## config.mk

```make
export PLATFORM = sky130hd
export DESIGN_NAME = priority_and_gate_tracker_unit
export DESIGN_NICKNAME = d
export VERILOG_FILES = /design/src/pagt_pkg.sv /design/src/pagt_ctrl.sv /design/src/pagt_datapath.sv /design/src/priority_and_gate_tracker_unit.sv
export SDC_FILE = /design/constraint.sdc
export NUM_CORES = 1
export LEC_CHECK = 0
export BUFFER_PORTS_ARGS = -buffer_cell sky130_fd_sc_hd__buf_2
export CORE_AREA = 2 2 91 93
export DETAILED_ROUTE_END_ITERATION = 16
export DIE_AREA = 0 0 93 95
export PLACE_DENSITY_LB_ADDON = 0.25
export SETUP_SLACK_MARGIN = 0.05
export SLEW_MARGIN = 30
export SYNTH_ARGS = -nofsm -noshare
export SYNTH_HDL_FRONTEND = slang
export SYNTH_SLANG_ARGS = --single-unit
export TNS_END_PERCENT = 50
```

## constraint.sdc

```tcl
create_clock -name clk -period 5.3 [get_ports clk]
set_input_delay 0.53 -clock clk [delete_from_list [all_inputs] [get_ports clk]]
set_output_delay 0.53 -clock clk [all_outputs]
set_load 0.005 [all_outputs]
```

## src/pagt_pkg.sv

```systemverilog
// Shared types and codes for the priority-AND gate tracker.
// Used by the controller, the datapath, the top level and the checker.
`default_nettype none

package pagt_pkg;

    // Width of child indexes, the prefix length and the cursor.
    localparam int CHILD_W = 5;
    // Width of the input action code and of the result kind code.
    localparam int ACTION_W = 2;
    localparam int KIND_W = 3;
    // Stream data bytes are padded up to whole bytes.
    localparam int TDATA_W = 8;
    // Configuration port widths.
    localparam int CFG_IDX_W = 2;
    localparam int CFG_DATA_W = 5;
    // At most this many results leave for one input item.
    localparam int RES_LIMIT = 16;
    localparam int CNT_W = 5;

    // Input actions.
    localparam logic [ACTION_W-1:0] ACT_FAIL       = 2'd0;
    localparam logic [ACTION_W-1:0] ACT_ONLINE     = 2'd1;
    localparam logic [ACTION_W-1:0] ACT_ACTIVATE   = 2'd2;
    localparam logic [ACTION_W-1:0] ACT_DEACTIVATE = 2'd3;

    // Result kinds.
    localparam logic [KIND_W-1:0] KIND_NONE       = 3'd0;
    localparam logic [KIND_W-1:0] KIND_FAILED     = 3'd1;
    localparam logic [KIND_W-1:0] KIND_ONLINE     = 3'd2;
    localparam logic [KIND_W-1:0] KIND_ACTIVATE   = 3'd3;
    localparam logic [KIND_W-1:0] KIND_IMPOSSIBLE = 3'd4;
    localparam logic [KIND_W-1:0] KIND_TERMINATED = 3'd5;

    // Configuration register indexes.
    localparam logic [CFG_IDX_W-1:0] REG_NUM_CHILDREN  = 2'd0;
    localparam logic [CFG_IDX_W-1:0] REG_REPAIRABLE    = 2'd1;
    localparam logic [CFG_IDX_W-1:0] REG_ALWAYS_ACTIVE = 2'd2;

    // Reset value of the child count register.
    localparam logic [CFG_DATA_W-1:0] NUM_CHILDREN_RESET = 5'd2;

    // Commands from the controller to the datapath.
    typedef struct packed {
        logic load;
        logic do_event;
        logic do_status;
        logic do_walk;
    } pagt_cmd_t;

    // Status from the datapath to the controller.
    typedef struct packed {
        logic out_free;
        logic event_final;
        logic walk_more;
        logic walk_last;
    } pagt_sts_t;

endpackage

`default_nettype wire

```

## src/pagt_ctrl.sv

```systemverilog
// Sequencing state machine of the priority-AND gate tracker.
// Depends on pagt_pkg for the command and status structs.
`default_nettype none

module pagt_ctrl (
    input  wire logic                clk,
    input  wire logic                rst_n,
    input  wire logic                in_valid,
    output logic                     in_ready,
    input  wire pagt_pkg::pagt_sts_t sts,
    output pagt_pkg::pagt_cmd_t      cmd
);

    typedef enum logic [3:0] {
        ST_IDLE   = 4'b0001,
        ST_EVENT  = 4'b0010,
        ST_STATUS = 4'b0100,
        ST_WALK   = 4'b1000
    } state_t;

    state_t state_reg;
    state_t state_next;

    // Only an idle controller takes a new item.
    assign in_ready = (state_reg == ST_IDLE);

    // Next state and commands.
    always_comb
    begin
        state_next    = state_reg;
        cmd.load      = 1'b0;
        cmd.do_event  = 1'b0;
        cmd.do_status = 1'b0;
        cmd.do_walk   = 1'b0;
        case (state_reg)
            ST_IDLE:
            begin
                if (in_valid)
                begin
                    cmd.load   = 1'b1;
                    state_next = ST_EVENT;
                end
            end
            ST_EVENT:
            begin
                if (sts.out_free)
                begin
                    cmd.do_event = 1'b1;
                    state_next   = sts.event_final ? ST_IDLE : ST_STATUS;
                end
            end
            ST_STATUS:
            begin
                if (sts.out_free)
                begin
                    cmd.do_status = 1'b1;
                    state_next    = sts.walk_more ? ST_WALK : ST_IDLE;
                end
            end
            ST_WALK:
            begin
                if (sts.out_free)
                begin
                    cmd.do_walk = 1'b1;
                    if (sts.walk_last)
                    begin
                        state_next = ST_IDLE;
                    end
                end
            end
            default:
            begin
                state_next = ST_IDLE;
            end
        endcase
    end

    // State register.
    always_ff @(posedge clk or negedge rst_n)
    begin
        if (!rst_n)
        begin
            state_reg <= ST_IDLE;
        end
        else
        begin
            state_reg <= state_next;
        end
    end

endmodule

`default_nettype wire

```

## src/pagt_datapath.sv

```systemverilog
// Gate state, configuration registers and result register of the tracker.
// Depends on pagt_pkg for codes, widths and the command and status structs.
`default_nettype none

module pagt_datapath #(
    parameter int MAX_CHILDREN = 16
) (
    input  wire logic                                    clk,
    input  wire logic                                    rst_n,
    input  wire pagt_pkg::pagt_cmd_t                     cmd,
    output pagt_pkg::pagt_sts_t                          sts,
    input  wire logic                                    cfg_valid,
    input  wire logic [pagt_pkg::CFG_IDX_W-1:0]          cfg_index,
    input  wire logic [pagt_pkg::CFG_DATA_W-1:0]         cfg_data,
    input  wire logic [pagt_pkg::ACTION_W-1:0]           in_action,
    input  wire logic [pagt_pkg::CHILD_W-1:0]            in_child,
    output logic                                         out_valid,
    input  wire logic                                    out_ready,
    output logic [pagt_pkg::KIND_W-1:0]                  out_kind,
    output logic [pagt_pkg::CHILD_W-1:0]                 out_target,
    output logic                                         out_last
);

    // Configuration registers.
    logic [pagt_pkg::CFG_DATA_W-1:0] num_children_reg;
    logic                            repairable_reg;
    logic                            always_active_reg;

    // Captured input item.
    logic [pagt_pkg::ACTION_W-1:0] action_reg;
    logic [pagt_pkg::CHILD_W-1:0]  child_reg;

    // Gate state.
    logic [MAX_CHILDREN-1:0]      flags_reg, flags_next;
    logic [pagt_pkg::CHILD_W-1:0] prefix_reg, prefix_next;
    logic [pagt_pkg::CHILD_W-1:0] cursor_reg, cursor_next;
    logic                         done_reg, done_next;
    logic                         impossible_reg, impossible_next;
    logic                         terminated_reg, terminated_next;
    logic [pagt_pkg::CNT_W-1:0]   count_reg, count_next;

    // Result register.
    logic                         valid_reg, valid_next;
    logic [pagt_pkg::KIND_W-1:0]  kind_reg, kind_next;
    logic [pagt_pkg::CHILD_W-1:0] target_reg, target_next;
    logic                         last_reg, last_next;

    // Decoded values.
    logic [pagt_pkg::CHILD_W-1:0] total;
    logic [MAX_CHILDREN-1:0]      child_sel;
    logic                         in_range;
    logic                         child_hit;
    logic                         illegal_online;
    logic                         complete;
    logic [pagt_pkg::CHILD_W-1:0] cursor_start;
    logic                         walk_emits;
    logic                         walk_last;
    logic                         status_change;
    logic                         emit;
    logic [pagt_pkg::KIND_W-1:0]  emit_kind;
    logic [pagt_pkg::CHILD_W-1:0] emit_target;
    logic                         emit_last;

    // Child count saturated into 1..MAX_CHILDREN.
    always_comb
    begin
        if (num_children_reg == '0)
        begin
            total = pagt_pkg::CHILD_W'(1);
        end
        else if (int'(num_children_reg) > MAX_CHILDREN)
        begin
            total = pagt_pkg::CHILD_W'(MAX_CHILDREN);
        end
        else
        begin
            total = num_children_reg;
        end
    end

    // One-hot select of the child named by the item.
    always_comb
    begin
        for (int i = 0; i < MAX_CHILDREN; i++)
        begin
            child_sel[i] = (int'(child_reg) == i + 1);
        end
    end

    assign in_range  = (child_reg != '0) && (child_reg <= total);
    assign child_hit = |(flags_reg & child_sel);
    assign illegal_online = (action_reg == pagt_pkg::ACT_ONLINE) && in_range
                            && (!repairable_reg || !child_hit);

    // Status check and start of an activation walk.
    assign complete      = (prefix_reg >= total);
    assign status_change = (complete != done_reg);
    assign cursor_start  = (!always_active_reg && (cursor_reg == '0))
                           ? pagt_pkg::CHILD_W'(1) : cursor_reg;
    assign walk_emits    = (action_reg == pagt_pkg::ACT_ACTIVATE)
                           && (cursor_start != '0) && (cursor_start <= total);
    assign walk_last     = (cursor_reg >= total)
                           || (count_reg == pagt_pkg::CNT_W'(pagt_pkg::RES_LIMIT - 1));

    // Status to the controller.
    always_comb
    begin
        sts.out_free    = !valid_reg || out_ready;
        sts.event_final = terminated_reg || illegal_online
                          || (action_reg == pagt_pkg::ACT_DEACTIVATE);
        sts.walk_more   = walk_emits;
        sts.walk_last   = walk_last;
    end

    // State update for each processing step.
    always_comb
    begin
        flags_next      = flags_reg;
        prefix_next     = prefix_reg;
        cursor_next     = cursor_reg;
        done_next       = done_reg;
        impossible_next = impossible_reg;
        terminated_next = terminated_reg;
        count_next      = count_reg;
        emit            = 1'b0;
        emit_kind       = pagt_pkg::KIND_NONE;
        emit_target     = '0;
        emit_last       = 1'b0;

        // Event step: apply the fail, online or deactivate action, or report a gate already terminated.
        if (cmd.do_event)
        begin
            if (terminated_reg)
            begin
                emit      = 1'b1;
                emit_kind = pagt_pkg::KIND_TERMINATED;
                emit_last = 1'b1;
            end
            else
            begin
                case (action_reg)
                    pagt_pkg::ACT_FAIL:
                    begin
                        if (in_range && !child_hit)
                        begin
                            flags_next = flags_reg | child_sel;
                            if ({1'b0, child_reg} == {1'b0, prefix_reg} + 6'd1)
                            begin
                                prefix_next = child_reg;
                            end
                        end
                    end
                    pagt_pkg::ACT_ONLINE:
                    begin
                        if (illegal_online)
                        begin
                            impossible_next = 1'b1;
                            terminated_next = 1'b1;
                            emit            = 1'b1;
                            emit_kind       = pagt_pkg::KIND_IMPOSSIBLE;
                            emit_last       = 1'b1;
                        end
                        else if (in_range)
                        begin
                            flags_next = flags_reg & ~child_sel;
                            if (child_reg <= prefix_reg)
                            begin
                                prefix_next = child_reg - pagt_pkg::CHILD_W'(1);
                            end
                        end
                    end
                    pagt_pkg::ACT_DEACTIVATE:
                    begin
                        impossible_next = 1'b1;
                        terminated_next = 1'b1;
                        emit            = 1'b1;
                        emit_kind       = pagt_pkg::KIND_IMPOSSIBLE;
                        emit_last       = 1'b1;
                    end
                    default:
                    begin
                        // Activation is handled in the status and walk steps.
                    end
                endcase
            end
        end

        // Status step: report a change of gate status, or a none result if nothing else follows, and arm the walk.
        if (cmd.do_status)
        begin
            if (status_change)
            begin
                done_next = complete;
                emit      = 1'b1;
                emit_kind = complete ? pagt_pkg::KIND_FAILED : pagt_pkg::KIND_ONLINE;
                emit_last = !walk_emits;
            end
            else if (!walk_emits)
            begin
                emit      = 1'b1;
                emit_kind = pagt_pkg::KIND_NONE;
                emit_last = 1'b1;
            end
            count_next = status_change ? pagt_pkg::CNT_W'(1) : '0;
            if (action_reg == pagt_pkg::ACT_ACTIVATE)
            begin
                cursor_next = (cursor_start > total) ? '0 : cursor_start;
            end
        end

        // Walk step: activate the cursor child and advance.
        if (cmd.do_walk)
        begin
            emit        = 1'b1;
            emit_kind   = pagt_pkg::KIND_ACTIVATE;
            emit_target = cursor_reg;
            emit_last   = walk_last;
            cursor_next = (cursor_reg < total) ? cursor_reg + pagt_pkg::CHILD_W'(1) : '0;
            count_next  = count_reg + pagt_pkg::CNT_W'(1);
        end
    end

    // Result register loads on an emission and drains on acceptance.
    always_comb
    begin
        valid_next  = valid_reg;
        kind_next   = kind_reg;
        target_next = target_reg;
        last_next   = last_reg;
        if (emit)
        begin
            valid_next  = 1'b1;
            kind_next   = emit_kind;
            target_next = emit_target;
            last_next   = emit_last;
        end
        else if (out_ready)
        begin
            valid_next = 1'b0;
        end
    end

    // Control and gate state registers.
    always_ff @(posedge clk or negedge rst_n)
    begin
        if (!rst_n)
        begin
            num_children_reg  <= pagt_pkg::NUM_CHILDREN_RESET;
            repairable_reg    <= 1'b0;
            always_active_reg <= 1'b0;
            flags_reg         <= '0;
            prefix_reg        <= '0;
            cursor_reg        <= '0;
            done_reg          <= 1'b0;
            impossible_reg    <= 1'b0;
            terminated_reg    <= 1'b0;
            count_reg         <= '0;
            valid_reg         <= 1'b0;
        end
        else
        begin
            if (cfg_valid)
            begin
                case (cfg_index)
                    pagt_pkg::REG_NUM_CHILDREN:  num_children_reg  <= cfg_data;
                    pagt_pkg::REG_REPAIRABLE:    repairable_reg    <= cfg_data[0];
                    pagt_pkg::REG_ALWAYS_ACTIVE: always_active_reg <= cfg_data[0];
                    default:
                    begin
                        // Writes beyond the register list are dropped.
                    end
                endcase
            end
            flags_reg      <= flags_next;
            prefix_reg     <= prefix_next;
            cursor_reg     <= cursor_next;
            done_reg       <= done_next;
            impossible_reg <= impossible_next;
            terminated_reg <= terminated_next;
            count_reg      <= count_next;
            valid_reg      <= valid_next;
        end
    end

    // Payload registers.
    always_ff @(posedge clk)
    begin
        if (cmd.load)
        begin
            action_reg <= in_action;
            child_reg  <= in_child;
        end
        kind_reg   <= kind_next;
        target_reg <= target_next;
        last_reg   <= last_next;
    end

    assign out_valid  = valid_reg;
    assign out_kind   = kind_reg;
    assign out_target = target_reg;
    assign out_last   = last_reg;

endmodule

`default_nettype wire

```

## src/priority_and_gate_tracker_unit.sv

```systemverilog
// Top level of the priority-AND gate tracker: stream ports, controller and datapath.
// Depends on pagt_pkg, pagt_ctrl and pagt_datapath.
//
//  Channel   Direction  Handshake                     Contents
//  s_axis    in         s_axis_tvalid/s_axis_tready   one gate event per item
//  m_axis    out        m_axis_tvalid/m_axis_tready   one or more results per item, tlast on final
//  cfg       in         cfg_valid/cfg_ready           register index and write data
//
// An item is accepted, then runs the event step; unless that ends the item (terminated
// gate, illegal repair or deactivation), a status step follows, and an activation walk
// adds a walk step per activated child. Each step waits on the single result register.
// The next item is accepted in the cycle after the final result is loaded.
// A stalled result register holds the sequencer until it drains.
// Reset clears the gate state and sets num_children to 2; no clearing pass follows.
`default_nettype none

module priority_and_gate_tracker_unit #(
    parameter int MAX_CHILDREN = 16
) (
    input  wire logic                                clk,
    input  wire logic                                rst_n,
    input  wire logic                                s_axis_tvalid,
    output logic                                     s_axis_tready,
    // tdata: child [4:0], zero pad [7:5]
    input  wire logic [pagt_pkg::TDATA_W-1:0]        s_axis_tdata,
    // tuser: action [1:0]
    input  wire logic [pagt_pkg::ACTION_W-1:0]       s_axis_tuser,
    output logic                                     m_axis_tvalid,
    input  wire logic                                m_axis_tready,
    // tdata: target_child [4:0], zero pad [7:5]
    output logic [pagt_pkg::TDATA_W-1:0]             m_axis_tdata,
    // tuser: kind [2:0]
    output logic [pagt_pkg::KIND_W-1:0]              m_axis_tuser,
    output logic                                     m_axis_tlast,
    input  wire logic                                cfg_valid,
    output logic                                     cfg_ready,
    input  wire logic [pagt_pkg::CFG_IDX_W-1:0]      cfg_index,
    input  wire logic [pagt_pkg::CFG_DATA_W-1:0]     cfg_data
);

    pagt_pkg::pagt_cmd_t          cmd;
    pagt_pkg::pagt_sts_t          sts;
    logic [pagt_pkg::CHILD_W-1:0] out_target;

    // Configuration writes are always taken.
    assign cfg_ready = 1'b1;

    pagt_ctrl u_ctrl (
        .clk      (clk),
        .rst_n    (rst_n),
        .in_valid (s_axis_tvalid),
        .in_ready (s_axis_tready),
        .sts      (sts),
        .cmd      (cmd)
    );

    pagt_datapath #(
        .MAX_CHILDREN (MAX_CHILDREN)
    ) u_datapath (
        .clk        (clk),
        .rst_n      (rst_n),
        .cmd        (cmd),
        .sts        (sts),
        .cfg_valid  (cfg_valid),
        .cfg_index  (cfg_index),
        .cfg_data   (cfg_data),
        .in_action  (s_axis_tuser),
        .in_child   (s_axis_tdata[pagt_pkg::CHILD_W-1:0]),
        .out_valid  (m_axis_tvalid),
        .out_ready  (m_axis_tready),
        .out_kind   (m_axis_tuser),
        .out_target (out_target),
        .out_last   (m_axis_tlast)
    );

    // Pad the target child up to a whole byte.
    assign m_axis_tdata = {{(pagt_pkg::TDATA_W - pagt_pkg::CHILD_W){1'b0}}, out_target};

endmodule

`default_nettype wire

```

* Word level (Yosys, flattened, before mapping)
Cells that the tools add are included.
** Word-level totals
- Bits in registers :: 61
** Operators by class
- $add $sub $neg :: 4
- $lt $le $gt $ge :: 8
- Eq/ne operators :: 38
- Multiplexer cells :: 56
- Bitwise logic cells :: 5
- Reduce and logical (&&, ||, !) cells :: 36
** Operators with widths (number)
- 2-to-1 mux 5 bit :: 15
- 2-to-1 mux 16 bit :: 3
- equality test 5 bit (second input constant) :: 9
- AND 16 bit :: 2
- one-hot mux 16 bit (2 select lines) :: 1
- equality test 5 x 4 -> 1 bit (second input constant) :: 5
- 2-to-1 mux 4 bit :: 6
- 2-to-1 mux 3 bit :: 7
- 2-to-1 mux 1 bit :: 19
- NOT 16 bit :: 1
- bitwise OR 16 bit :: 1
- one-hot mux 4 bit (4 select lines) :: 1
- OR reduction 16 bit :: 1
- less-or-equal comparator 5 bit :: 3
- inequality test 2 bit (second input constant) :: 6
- adder 5 x 1 -> 5 bit (second input constant) :: 2
- equality test 5 x 3 -> 1 bit (second input constant) :: 2
- greater-or-equal comparator 5 bit :: 2
- logical NOT 5 bit :: 2
- one-hot mux 5 bit (2 select lines) :: 1
- AND reduction 2 bit :: 5
- nonzero test 5 bit :: 2
- inequality test 2 x 1 -> 1 bit (second input constant) :: 4
- AND reduction 8 bit :: 1
- 25 further kinds :: 46

* Logic depth before layout (Yosys ltp)
Gate-level depths: netlist of run 1.
- Word-level depth :: 16
- Depth in mapped cells :: 14
- Gate-level depth less buffers :: 14

* Cells and area by module
Synthesis of run 1 repeated with hierarchy kept, for this count alone.
** Unflattened totals
- Cells, all modules :: 394
- Area, all modules :: 4083.9 µm²
** Modules (own cells, without submodules)
- pagt_datapath :: instances 1, cells each 354, area each 3729.8 µm², seq. area each 1507.7 µm²
- pagt_ctrl :: instances 1, cells each 34, area each 316.6 µm², seq. area each 101.3 µm²
- priority_and_gate_tracker_unit :: instances 1, cells each 6, area each 37.5 µm², seq. area each 0.0 µm²

* Worst setup path after synthesis of run 1
No wires, ideal clock.
- Path kind :: reg-to-reg
- From :: register u_datapath.cursor_reg[2] in the netlist's numbering
- To :: register u_datapath.kind_reg (netlist bit u_datapath.out_kind[0]) (enable)
- Data arrival time :: 2.589 ns
- Setup slack :: 2.412 ns
- Cell stages (with the launch flop) :: 13
- Path buffers :: 0
- Period minus slack after synthesis :: 2.888 ns
- Path through :: dfrtp_1 nor3_1 nand3b_1 nand2_1 inv_1 ha_1 nor2b_1 o21a_1 o21ai_0 a21oi_1 a311oi_1 a21oi_1 or3_1
** Between the ends
- Longest elaborated chain between the ends :: 10
** Ends and longest elaborated chain
- start: declaration :: line pagt_datapath.sv:36 : logic [pagt_pkg::CHILD_W-1:0] cursor_reg, cursor_next;
- start signal: assignment :: line pagt_datapath.sv:276 : cursor_reg <= cursor_next;
- logical NOT 5 bit :: line pagt_datapath.sv:98 : assign cursor_start = (!always_active_reg && (cursor_reg == '0))
- logical AND 1 bit :: line pagt_datapath.sv:98
- 2-to-1 mux 5 bit (*) :: line pagt_datapath.sv:99 : ? pagt_pkg::CHILD_W'(1) : cursor_reg;
- branches (longest 2 deep; another with less-or-equal comparator 5 bit)
- logical AND 1 bit (*) :: line pagt_datapath.sv:101 : && (cursor_start != '0) && (cursor_start <= total);
- 2-to-1 mux 1 bit (*) :: line pagt_datapath.sv:198 : else if (!walk_emits)
- 2-to-1 mux 1 bit (*) :: line pagt_datapath.sv:191 : if (status_change)
- 2-to-1 mux 1 bit (*) :: line pagt_datapath.sv:189 : if (cmd.do_status)
- 2-to-1 mux 1 bit (*) :: line pagt_datapath.sv:212 : if (cmd.do_walk)
- via u_datapath.emit :: line pagt_datapath.sv:59 : logic emit;
- end signal: assignment :: line pagt_datapath.sv:293 : kind_reg <= kind_next;
- end: declaration :: line pagt_datapath.sv:44 : logic [pagt_pkg::KIND_W-1:0] kind_reg, kind_next;
Mark *: on every way through the listed nets, which the timed path passes.
A chain may end at the register's enable or synchronous reset.

* Final worst setup path of run 1
- From :: register u_datapath.child_reg[2] in the netlist's numbering
- To :: register u_datapath.target_reg (netlist bit u_datapath.out_target[0]) (enable)
** Between the ends
- Longest elaborated chain between the ends :: 14
** Ends and longest elaborated chain
- start: declaration :: line pagt_datapath.sv:31 : logic [pagt_pkg::CHILD_W-1:0] child_reg;
- start signal: assignment :: line pagt_datapath.sv:291 : child_reg <= in_child;
- equality test 5 x 2 -> 1 bit (tied with other cells) :: line pagt_datapath.sv:86 : child_sel[i] = (int'(child_reg) == i + 1);
- AND 16 bit :: line pagt_datapath.sv:91 : assign child_hit = |(flags_reg & child_sel);
- OR reduction 16 bit :: line pagt_datapath.sv:91
- logical NOT 1 bit :: line pagt_datapath.sv:93 : && (!repairable_reg || !child_hit);
- logical OR 1 bit :: line pagt_datapath.sv:93
- logical AND 1 bit (*) :: line pagt_datapath.sv:93
- 2-to-1 mux 1 bit (*) :: line pagt_datapath.sv:155 : if (illegal_online)
- one-hot mux 1 bit (2 select lines) (*) :: line pagt_datapath.sv:141 : case (action_reg)
- 2-to-1 mux 1 bit (*) :: line pagt_datapath.sv:133 : if (terminated_reg)
- 2-to-1 mux 1 bit (*) :: line pagt_datapath.sv:131 : if (cmd.do_event)
- 2-to-1 mux 1 bit :: line pagt_datapath.sv:198
- 2-to-1 mux 1 bit :: line pagt_datapath.sv:191
- 2-to-1 mux 1 bit (*) :: line pagt_datapath.sv:189
- 2-to-1 mux 1 bit (*) :: line pagt_datapath.sv:212
- via u_datapath.emit :: line pagt_datapath.sv:59
- end signal: assignment :: line pagt_datapath.sv:294 : target_reg <= target_next;
- end: declaration :: line pagt_datapath.sv:45 : logic [pagt_pkg::CHILD_W-1:0] target_reg, target_next;
The timed path passes the listed nets; every way through them passes the cells marked *.

==> flow_summary.ini, run 1 <==
[status]
outcome = finished clean

[route]
top_layer = met4
wire_per_inst_um = 15.7
met1Wirelength_mm = 3.89
postRouteAntennaNets = 0
dr_wl_met3_um = 349
met2_length_mm = 3.71
viasPerCell = 5.63
drt-total-wl_mm = 8.11
vias = 2913
firstDrtPassIters = 4
drc = 0
first_iter_violations = 98

[timing]
fin_hold_ws_ns = 0.198
slew_violations = 0
clock_skew_ns = 0.00483
post-route-period-util_pct = 66.8
hold_violations = 0
fmax_mhz = 282
setup_viol = 0
min_period_ns = 3.54
tightest_slew_ns = 0.834
maxSlewHeadroom_pct = 44.4
fin_tns_setup_ns = 0
rsz0062_at_grt = false

[power_and_ir_drop]
intPower_uw = 1050
sequentialPowerShare_pct = 42.3
powerDensity_nw_per_um2 = 391
switching_power_uw = 609
ir_worst_vdd_v = 0.000165
swShare_pct = 36.6
clockPowerShare_pct = 24.7
p_comb_share_pct = 33.0
p_leak_uw = 0.00190

[worst_hold_path]
hold_class = input port to asynchronous set/reset pin

[die]
boundaryPins = 37
rows = 33
die_width_um = 93
die_h_um = 95
core_sq_um = 7930
start_util_pct = 48.8
die-area_sq_um = 8840

[final_layout]
area_delta_synth_final_pct = 9.99
drive_above_1_share_pct = 15.5
layout.nets = 465
antenna-diode-count = 0

[setup_path]
cp_top_family = simple AND/OR/NAND/NOR gates
timing.critical_path.mode_cell = or3_1
path_cells = mux4_2, nor2b_1, a311oi_2, a21boi_1, o31a_1, or3_1, inv_2, or3_1
cp-end-kind = flip-flop
crit_buf_inv = 1
cp.required_ns = 5.30
critPathLaunchType = flip-flop
worstSetupPathType = flip-flop to flip-flop
slowest_stage = edfxtp_1
cp_slowest_stage_delay_ns = 0.89
path_max_fanout = 20
crit_arrival_ns = 3.55

[logic_synthesis]
synth_cell_types = 53
ys_top_cells_by_area = dfrtp_1, edfxtp_1, ha_1
ys.flop_type = dfrtp_1
synthMuxAreaShare_pct = 10.5
synth_common_cells = dfrtp_1, ha_1, nand2_1
synth_top_family_by_area = simple AND/OR/NAND/NOR gates
synthDominantCellAreaShare_pct = 27.8
postSynthCellCount = 384
synth_xor_area_share_pct = 2.94
synth_seq_area_share_pct = 41.6
ys_ff_latch = 61
yosys_warnings = 0
syn_area_per_cell_sq_um = 10.1
synth_area_sq_um = 3870
synthSimpleGateAreaFrac_pct = 18.5
synth_top_cell_by_area = dfrtp_1
synth-adder-area-share_pct = 11.6
synth_most_common_cell = dfrtp_1
ys_async_sr_fraction_pct = 73.8
synth_compound_area_share_pct = 10.6
synth_edf_count = 16

[global_route]
antenna_found_initial = 0
grt_max_degree = 46
grt_use_total_pct = 20.0
grt_pass1_wl_mm = 13.7
overflow = 0
grt_pass1_vias = 2839

[placed_design]
place_hpwl_mm = 5.68
io_buffers = 29
gp_congestion = 0.849

[cts]
cts_setup_buffers = 0
htreeDepth = 3
holdBufCountCts = 0
clk_path_buf_depth = 2
clk_latency_ns = 0.34
cts_buffers = 9
cts_tree = yes
clkTransAtPathRegs_ns = 0.07
cts_root_buf = clkbuf_8
cts_sinks = 61
cts_resized = 0

[flow_run]
maxCapViolCount = 0
metal layers:
metal,global-route usage (%),vias to the layer above
li1,-,1421
met3,5.03,13
met2,31.3,61
met5,0,-
met1,26.7,1418
met4,8.33,0
cells in the final DEF (no fill, tap or decap), types with 2 or more instances in the layout:
| master | netlist | layout |
|---|---|---|
| dfrtp_1 | 43 | 43 |
| ha_1 | 36 | 36 |
| buf_2 | 1 | 28 |
| nand2_1 | 27 | 27 |
| nor3_1 | 23 | 23 |
| o21ai_0 | 21 | 21 |
| nor2_1 | 20 | 20 |
| nand2b_1 | 20 | 20 |
| inv_1 | 17 | 17 |
| edfxtp_1 | 16 | 16 |
| a21oi_1 | 14 | 14 |
| mux2_2 | 13 | 13 |
| nor2b_1 | 10 | 10 |
| clkbuf_8 | 0 | 10 |
| nand3_1 | 9 | 9 |
| mux2i_1 | 9 | 9 |
| xor2_1 | 9 | 9 |
| mux2_1 | 9 | 9 |
| and2_1 | 6 | 6 |
| o31ai_1 | 5 | 5 |
| or3_1 | 5 | 5 |
| nor4_1 | 5 | 5 |
| nand3b_1 | 4 | 4 |
| xnor2_1 | 4 | 4 |
| conb_1 | 2 | 4 |
| or4_1 | 3 | 3 |
| o21a_1 | 3 | 3 |
| a21o_1 | 3 | 3 |
| o22ai_1 | 2 | 2 |
| mux4_2 | 2 | 2 |
| a311oi_1 | 2 | 2 |
| o221ai_1 | 2 | 2 |
| a211oi_1 | 2 | 2 |
| clkinv_1 | 0 | 2 |
| dfstp_2 | 2 | 2 |
power groups by stage:
| stage | clock, uW | combinational (uW) | sequential [uW] |
|---|---|---|---|
| after floorplan | 0 | 448 | 655 |
| final | 412 | 549 | 703 |
| after CTS | 425 | 550 | 703 |
| after global placement | 0 | 518 | 707 |
| after detailed placement | 0 | 546 | 710 |
| after global routing | 437 | 637 | 721 |
through the flow:
step / utilization (%) / total power, uW / instances / instance area, sq um / setup WS [ns]
2_1_floorplan: - / 1100 / 386 / 3880 / 2.41
3_3_place_gp: 51.3 / 1230 / 501 / 4060 / 1.80
3_5_place_dp: 51.3 / 1260 / 501 / 4070 / 1.76
4_1_cts: 53.7 / 1680 / 517 / 4260 / 1.75
5_1_grt: 53.7 / 1800 / 517 / 4260 / 1.51
6_report: 53.7 / 1660 / 517 / 4260 / 1.76
path summary, 6_finish.rpt:
path | from | to | slack (ns) | cells past startpoint
max | u_datapath.child_reg[2]$_DFFE_PP_ | u_datapath.out_target[0]$_SDFFCE_PN0P_ | 1.76 | 8
min in group clk | s_axis_tdata[0] | u_datapath.child_reg[0]$_DFFE_PP_ | 0.36 | 1
min | rst_n | asynchronous set/reset pin | 0.20 | 1
min reg2reg | flip-flop | flip-flop | 0.49 | 1
max in group asynchronous | rst_n | u_ctrl.state_reg[2]$_DFFE_PN0P_ | 4.70 | 1
max reg2reg | u_datapath.child_reg[2]$_DFFE_PP_ | u_datapath.out_target[0]$_SDFFCE_PN0P_ | 1.76 | 8
cells by family (layout without fill, tap and decap cells):
group,after synthesis,after routing
buffers and inverters,37,63
muxes,34,34
xor gates and xnor gates,13,13
other,2,4
DFF,61,61
AOI/OAI and AO/OA,64,64
adders and majority gates,36,36
and+or+nand+nor,137,137
cell type report:
cell class,instances,area (sq um)
Timing Repair Buffer,29,148
Multi-Input combinational cell,288,2110
Clock buffer,11,141
Inverter,18,67.6
Clock inverter,5,50.0
Sequential cell,61,1610
Fill cell,739,3670
Tap cell,105,131
Power figures use the tool's default switching activity.
==> run 2, diff against run 1 <==
- clock period: 5.3 -> 3.4 ns (I/O delays scaled with it)
==> run 2 against run 1 <==
Clock power up 54%. Flip-flop and latch count unchanged. Combinational power up 74%. First-iteration DRC count up 29%. Utilization up 1.0 points. Register-to-register slack worse by 1.6 ns. Cell area up 1.9%. Wire length up 1.7%. Critical endpoint is now u_datapath.out_kind[2]$_SDFFCE_PP0P_. Largest cell class unchanged. Highest routed layer unchanged.
==> flow_summary.ini, run 2 (synthesized netlist as in run 1, its figures left out) <==
[setup_path]
r2r-end = u_datapath.out_kind[2]$_SDFFCE_PP0P_
cp_slowest_stage_delay_ns = 0.45
crit_arrival_ns = 3.28
path_cells = inv_1, ha_1, nand3b_1, nand2_1, inv_1, ha_1, nor2b_1, o21a_1, o21ai_1, a21oi_1, a311oi_2, buf_4, a21oi_1, or3_4
critPathLaunchType = flip-flop
cp-end-kind = flip-flop
cp.required_ns = 3.48
path_max_fanout = 9
reg2reg_from = u_datapath.cursor_reg[1]$_DFFE_PN0P_
worstSetupPathType = flip-flop to flip-flop
slowest_stage = dfrtp_1
rr_worst_depth = 14
reg2reg_setup_slack_ns = 0.21
startpoint = u_datapath.cursor_reg[1]$_DFFE_PN0P_
crit_end = u_datapath.out_kind[2]$_SDFFCE_PP0P_

[timing]
tightest_slew_ns = 0.708
rsz0062_at_grt = false
fin_hold_ws_ns = 0.00192
hold_violations = 0
fmax_mhz = 313
maxSlewHeadroom_pct = 52.7
post-route-period-util_pct = 93.9
min_period_ns = 3.19
clock_skew_ns = 0.0119
setup_viol = 0
fin_tns_setup_ns = 0
timing.final.ws_setup_ns = 0.206
slew_violations = 0

[route]
vias = 2931
wire_per_inst_um = 15.7
drt-total-wl_mm = 8.25
postRouteAntennaNets = 0
first_iter_violations = 126
firstDrtPassIters = 4
drc = 0
viasPerCell = 5.57

[global_route]
grt_pass1_wl_mm = 14.2
overflow = 0
grt_max_degree = 46
grt_pass1_vias = 2946
antenna_found_initial = 0
grt_use_total_pct = 20.8

[die]
boundaryPins = 37
start_util_pct = 48.8
die_width_um = 93
rows = 33
core_sq_um = 7930
die_h_um = 95
die-area_sq_um = 8840

[power_and_ir_drop]
sequentialPowerShare_pct = 39.9
swShare_pct = 37.4
clockPowerShare_pct = 24.0
switching_power_uw = 993
p_leak_uw = 0.00194
ir_worst_vdd_v = 0.000320
intPower_uw = 1660
powerDensity_nw_per_um2 = 612
p_comb_share_pct = 36.1
power_uw = 2650

[final_layout]
layout.nets = 474
area_delta_synth_final_pct = 12.1
drive_above_1_share_pct = 18.5
utilization_pct = 54.8
antenna-diode-count = 0
final_common_cell = dfrtp_1
mostFrequentLayoutCells = dfrtp_1, ha_1, buf_2, nand2_1, nor3_1

[status]
outcome = finished clean

[cts]
cts_root_buf = clkbuf_8
clk_path_buf_depth = 2
cts_resized = 1
htreeDepth = 3
clk_latency_ns = 0.35
clkTransAtPathRegs_ns = 0.08
holdBufCountCts = 0
cts_buffers = 9
cts_sinks = 61
cts_tree = yes
cts_setup_buffers = 0

[placed_design]
gp_congestion = 0.871
io_buffers = 29
detailedPlace.worstSlack_ns = 0.0898
place_hpwl_mm = 5.89

[flow_run]
maxCapViolCount = 0

[worst_hold_path]
hold_class = input port to asynchronous set/reset pin
run 2: cell count changes in the layout (fill, tap and decap cells not counted), sizes merged:
| cell | before | now |
|---|---|---|
| buf | 29 | 38 |
| clkbuf | 11 | 9 |
| clkinvlp | 1 | 3 |
run 2: metrics by stage:
step           std cells  cell area, sq um
2_1_floorplan        386              3880
3_3_place_gp         510              4130
3_5_place_dp         510              4130
4_1_cts              526              4330
5_1_grt              526              4340
6_report             526              4340
run 2: routing by layer:
metal	global-route usage (%)	vias up	part of all wire, %
met1	28.1	1423	48
met3	3.51	14	3.8
met4	9.56	0	2.1
met5	0	-	0
met2	32.7	63	46
li1	-	1431	-
run 2: power groups by stage:
stage / Clock (uW) / Sequential (uW) / Combinational, uW
3_5_place_dp: 0 / 1070 / 933
3_3_place_gp: 0 / 1060 / 884
4_1_cts: 648 / 1060 / 952
5_1_grt: 673 / 1090 / 1100
2_1_floorplan: 0 / 1020 / 698
6_report: 636 / 1060 / 958
run 2: worst min path at each step:
stage	startpoint	end	slack, ns	depth (start not counted)
floorplan	rst_n	asynchronous set/reset pin	0.04	0
global placement	u_datapath.count_reg[4]$_DFFE_PN0P_	u_datapath.count_reg[4]$_DFFE_PN0P_	0.46	2
detailed placement	rst_n	u_datapath.prefix_reg[3]$_DFFE_PN0P_	0.40	1
CTS	rst_n	asynchronous set/reset pin	0.02	1
global route	rst_n	u_datapath.cursor_reg[0]$_DFFE_PN0P_	0.05	1
finish	rst_n	u_datapath.always_active_reg$_DFFE_PN0P_	0.002	1
run 2: critical path, delay by kind of cell, from the launching register on:
family | cells | cell delay [ns]
buf+inv | 3 | 0.39
fa+ha+maj | 2 | 0.46
compound gates | 5 | 0.80
flops | 1 | 0.45
simple gates | 4 | 0.81
run 2: layout make-up:
type	instances	area, sq um
sequential	61	1610
clock buffer	9	124
inverter	18	67.6
multi-input combinational	288	2130
clock inverter	7	66.3
fill	738	3590
tap	105	131
timing repair buffer	38	215
